--- src/design/psd_fifo.sv ---
// Small synchronous queue built from flip-flops.
// Depends on nothing; used between the front and back ends and at the output.
`timescale 1ns / 1ps

module psd_fifo #(
  parameter int unsigned WIDTH = 8,
  parameter int unsigned DEPTH = 2
) (
  input  logic             clk_i,
  input  logic             rst_ni,
  input  logic             push_i,
  input  logic [WIDTH-1:0] wdata_i,
  output logic             full_o,
  input  logic             pop_i,
  output logic [WIDTH-1:0] rdata_o,
  output logic             empty_o
);

  localparam int unsigned PtrW = (DEPTH > 1) ? $clog2(DEPTH) : 1;
  localparam int unsigned CntW = $clog2(DEPTH + 1);

  logic [WIDTH-1:0] mem_q [DEPTH];
  logic [PtrW-1:0]  wr_ptr_q, wr_ptr_d, rd_ptr_q, rd_ptr_d;
  logic [CntW-1:0]  cnt_q, cnt_d;
  logic             do_push, do_pop;

  assign do_push = push_i && !full_o;
  assign do_pop  = pop_i && !empty_o;
  assign full_o  = (cnt_q == CntW'(DEPTH));
  assign empty_o = (cnt_q == '0);
  assign rdata_o = mem_q[rd_ptr_q];

  // Pointer and occupancy update, wrapping at the depth.
  always_comb begin
    wr_ptr_d = wr_ptr_q;
    rd_ptr_d = rd_ptr_q;
    cnt_d    = cnt_q;
    if (do_push) begin
      wr_ptr_d = (wr_ptr_q == PtrW'(DEPTH - 1)) ? '0 : wr_ptr_q + PtrW'(1);
    end
    if (do_pop) begin
      rd_ptr_d = (rd_ptr_q == PtrW'(DEPTH - 1)) ? '0 : rd_ptr_q + PtrW'(1);
    end
    if (do_push && !do_pop) begin
      cnt_d = cnt_q + CntW'(1);
    end else if (do_pop && !do_push) begin
      cnt_d = cnt_q - CntW'(1);
    end
  end

  always_ff @(posedge clk_i or negedge rst_ni) begin
    if (!rst_ni) begin
      wr_ptr_q <= '0;
      rd_ptr_q <= '0;
      cnt_q    <= '0;
    end else begin
      wr_ptr_q <= wr_ptr_d;
      rd_ptr_q <= rd_ptr_d;
      cnt_q    <= cnt_d;
    end
  end

  // Storage needs no reset.
  always_ff @(posedge clk_i) begin
    if (do_push) begin
      mem_q[wr_ptr_q] <= wdata_i;
    end
  end

endmodule

--- config.mk ---
export PLATFORM = sky130hd
export DESIGN_NAME = psd_fifo
export DESIGN_NICKNAME = d
export VERILOG_FILES = /design/src/design/psd_fifo.sv
export SDC_FILE = /design/constraint.sdc
export NUM_CORES = 1
export LEC_CHECK = 0
export ABC_AREA = 1
export BUFFER_PORTS_ARGS = -buffer_cell sky130_fd_sc_hd__clkbuf_2
export CAP_MARGIN = 10
export CORE_ASPECT_RATIO = 1.25
export CORE_UTILIZATION = 45
export CTS_BUF_LIST = sky130_fd_sc_hd__clkbuf_4 sky130_fd_sc_hd__clkbuf_8 sky130_fd_sc_hd__clkbuf_16
export DETAILED_ROUTE_END_ITERATION = 7
export PLACE_DENSITY_LB_ADDON = 0.1
export SLEW_MARGIN = 20
export SYNTH_ARGS = -nofsm -noshare
export SYNTH_HDL_FRONTEND = slang
export SYNTH_SLANG_ARGS = --single-unit
--- constraint.sdc ---
create_clock -name clk_i -period 2 [get_ports clk_i]
set_input_delay 0.6 -clock clk_i [delete_from_list [all_inputs] [get_ports clk_i]]
set_output_delay 0.6 -clock clk_i [all_outputs]
set_load 0.01 [all_outputs]
# Word level (Yosys, flattened, before mapping)

Memories as Yosys holds them, arrays and structs flattened.
Cells that the tools add are included.

Register bits: 4
Memory bits (writable): 16
Input bits: 12
Output and inout bits: 10
Word-level logic and storage cells: 25
Memories kept: 1

$add $sub $neg: 4
Equality and inequality tests: 1
Mux-type cells: 6
Reductions and logical operators: 10

Memory list:

| name  | depth | bits a word | read ports | clocked after memory_dff | write ports | line | text |
|---|---|---|---|---|---|---|---|
| mem_q | 2     | 8           | 1          | 0                        | 1           | 22   | `logic [WIDTH-1:0] mem_q [DEPTH];` |

Operators with widths:

| cell                                                               | count |
|---|---|
| 1-bit logical AND                                                  | 4 |
| 1-bit zero test                                                    | 4 |
| 1-bit two-way mux                                                  | 4 |
| 2-bit two-way mux                                                  | 2 |
| 1-bit adder, second input constant                                 | 2 |
| 2-bit by 1-bit adder with 2-bit output, second input constant      | 1 |
| 2-bit == test, second input constant                               | 1 |
| 2-bit zero test                                                    | 1 |
| 2-bit nonzero test                                                 | 1 |
| 2-bit by 1-bit subtractor with 2-bit output, second input constant | 1 |

# Depth between registers and ports, before layout

Word-level depth: 7
Gate-level depth with buffers: 9
Mapped depth without buffers: 9

# Worst setup path after synthesis

Ideal clock, no wire load.

Path kind: input to register
From: in push_i
To: mem mem_q[1][0] (enable)
Library setup time: 0.371 ns
Data arrival time: 1.070 ns
Data required time: 1.629 ns
Slack: 0.560 ns
Stages: 2
Buffers on the path: 0
Path through: o21ai_0 -> nor2_1

Cells in the longest elaborated chain, start to end: 3

Ends and longest elaborated chain:

| what                                    | line | text |
|---|---|---|
| from (decl)                             | 11   | `input logic push_i,` |
| 1-bit logical AND                       | 27   | `assign do_push = push_i && !full_o;` |
| 1-bit two-way mux                       | 65   | `if (do_push) begin` |
| 1-bit two-way mux (implied by the code) | 66   | `mem_q[wr_ptr_q] <= wdata_i;` |
| to (decl)                               | 22   |  |

Every way passes these cells.

# Worst setup path after layout

From: reg rd_ptr_q
To: out rdata_o[5]

Cells in the longest elaborated chain, start to end: 1

Ends and longest elaborated chain:

| what                   | line | text |
|---|---|---|
| from (decl)            | 23   | `logic [PtrW-1:0] wr_ptr_q, wr_ptr_d, rd_ptr_q, rd_ptr_d;` |
| from (signal assigned) | 58   | `rd_ptr_q <= rd_ptr_d;` |
| memory 2 x 8 bit       | -    |  |
| to (decl)              | 15   | `output logic [WIDTH-1:0] rdata_o,` |

Every way passes these cells.

==> results.toml <==
[run_status]
status = "finished, final reports clean"

[die]
ios = 22
core_area_sq_um = 1620
num_rows = 16
initial_core_util = 0.499
die-width_um = 39.9
die_height_um = 49.4
fp.dieArea_sq_um = 1970

[sta]
min_period_ns = 1.80
finClkSkew_ns = 0.00650
finalCritPeriodShare = 0.902
fin_tns_setup_ns = 0
tightest_slew_ns = 0.295
max_freq_mhz = 555
finalSetupViolations = 0
worst_hold_slack_ns = 0.105
rsz0062_at_grt = "no"
maxSlewViolCount = 0
hold_violations = 0
slew_headroom = 0.803

[yosys]
synth_xor_area_frac = 0.0108
synth.net_count = 86
synth_top_family_by_area = "simple AND/OR/NAND/NOR gates"
synth_cell_types = 14
synth_mux_area_frac = 0
ys_seq_elements = 20
yosys.area_share.adder = 0.0155
yosysWarnings = 0
ys_seq_area_frac = 0.717
synthSimpleGateAreaFrac = 0.201
synth_compound_area_frac = 0.0124
avgSynthCellArea_sq_um = 11.1
synth_cells = 73
synth_area_sq_um = 810

[critical_path]
crit_start = "rd_ptr_q"
start_kind = "flop"
r2r-start = "cnt_q[0]"
worst-path-buf-inv = 2
cp_common_cell = "nand2_1"
path_cells = "inv_2 -> nand2_1 -> nand2_1 -> clkbuf_2"
critPathKind = "reg2out"
critPathRequiredTime_ns = 1.40
cp-end-kind = "output port"
path_depth = 4
slowest_delay_ns = 0.50
r2r_cells = 6
slowest_stage = "dfrtp_2"
arrival_ns = 1.20
critPathTopFamily = "flip-flops"
cp_max_fo = 10

[cts]
cts_root_buf = "clkbuf_4"
clk_latency_ns = 0.29
cts_sinks = 20
clock_path_buffers = 2
htree_levels = 1
clk_pin_slew_ns = 0.09
cts_tree = "built"
cts_buffers = 3
holdBufCountCts = 0

[flow_run]
maxCapViolations = 0

[routing]
route.detailed.drc = 0
dr.pass1.iters = 3
first_iter_violations = 14
wirelength_um = 1200
viasPerCell = 4.64
vias = 538
routedWlPerCell_um = 10.4
antenna_left = 0

[global_routing]
grt_pass1_wl_um = 2070
grt_usage = 0.154
grt_pass1_vias = 515
grt_overflow = 0
grt_max_degree = 12
antenna_found_initial = 0

[placement]
io_buffers = 21
gp_congestion = 0.683
hpwl_um = 906

[layout]
fin_util = 0.599
area_growth_pct = 19.9
n_antenna_cell = 0
nets = 112
final_layout_size_suffix_gt1_frac = 0.306
nFillCells = 138

[hold_path]
worstHoldPathType = "in2async"

[power_and_ir_drop]
leakagePower_nw = 0.470
p_per_area_nw_per_um2 = 1390
ir_drop_uv = 629
-- report_power, final --
group	leakage, nW	internal [mW]	switching [mW]
combinational	0.255	0.191	0.294
sequential	0.196	0.580	0.0843
clock	0.0184	0.0910	0.106
total	0.470	0.862	0.485
-- layout make-up --
| class | count | area, sq um | share of cell area |
|---|---|---|---|
| clock buffers | 4 | 30.0 | 0.0309 |
| repair buffers | 22 | 113 | 0.116 |
| well taps | 18 | 22.5 | 0.0232 |
| multi-input cells | 44 | 194 | 0.200 |
| inverters | 8 | 30.0 | 0.0309 |
| flip-flops and latches | 20 | 582 | 0.599 |
-- worst paths after layout --
path | to | slack (ns)
max in group asynchronous | rd_ptr_q | 1.76
worst max register to register | cnt_q[1] | 0.60
worst min-delay path | cnt_q[1] | 0.10
worst max-delay path | rdata_o[5] | 0.20
min in group clk_i | mem_q[1][7] | 0.49
worst min register to register | wr_ptr_q | 0.50
-- cells in the mapped netlist, drive strengths merged --
library cell / number / share of area
buf: 1 / 0.0062
nand3: 1 / 0.0062
edfxtp: 16 / 0.59
nor2: 4 / 0.025
nand4: 1 / 0.0077
nand3b: 1 / 0.0093
inv: 8 / 0.037
dfrtp: 4 / 0.12
xnor2: 1 / 0.011
ha: 1 / 0.015
o21ai: 2 / 0.012
nand2: 33 / 0.15
-- placed cells by master, fill, tap and decap left out, types with 2 or more instances in the layout --
| cell type | netlist | final |
|---|---|---|
| nand2_1 | 33 | 33 |
| clkbuf_2 | 0 | 21 |
| edfxtp_1 | 16 | 16 |
| inv_1 | 7 | 7 |
| clkbuf_4 | 0 | 4 |
| dfrtp_1 | 4 | 3 |
| nor2_1 | 2 | 2 |
| nor2_2 | 2 | 2 |
| o21ai_0 | 2 | 2 |
-- what timing repair did --
item | in CTS | in global routing
setup buffers | 0 | 0
endpoints found under the setup margin | 0 | 1
gates resized for setup | 0 | 1
-- layer usage --
layer | part of all wire | track usage
met4 | 0 | 0.0517
met3 | 0.052 | 0.0411
met2 | 0.49 | 0.237
met5 | 0 | 0
met1 | 0.46 | 0.204
-- cell families (layout without fill, tap and decap cells) --
group                      Yosys count  in the layout
DFF                                 20             20
AOI/OAI and AO/OA                    2              2
adders and majority gates            1              1
and+or+nand+nor                     40             40
xor gates and xnor gates             1              1
buffers and inverters                9             34
-- registers in the layout (all words and copies together), names as in the netlist --
| name | cells |
|---|---|
| wr_ptr_q | 1 |
| cnt_q | 2 |
| mem_q | 16 |
| rd_ptr_q | 1 |
-- stage by stage --
stage                     power, mW  cell area [sq um]  worst slack [ns]  instances
final                          1.35                971             0.197        116
after global routing           1.48                971            0.0819        116
after CTS                      1.36                970            0.0918        116
after detailed placement       1.17                940             0.414        112
after global placement         1.16                940             0.418        112
after floorplan               0.980                810             0.560         73
No activity file was read; power rests on OpenSTA's default activity.
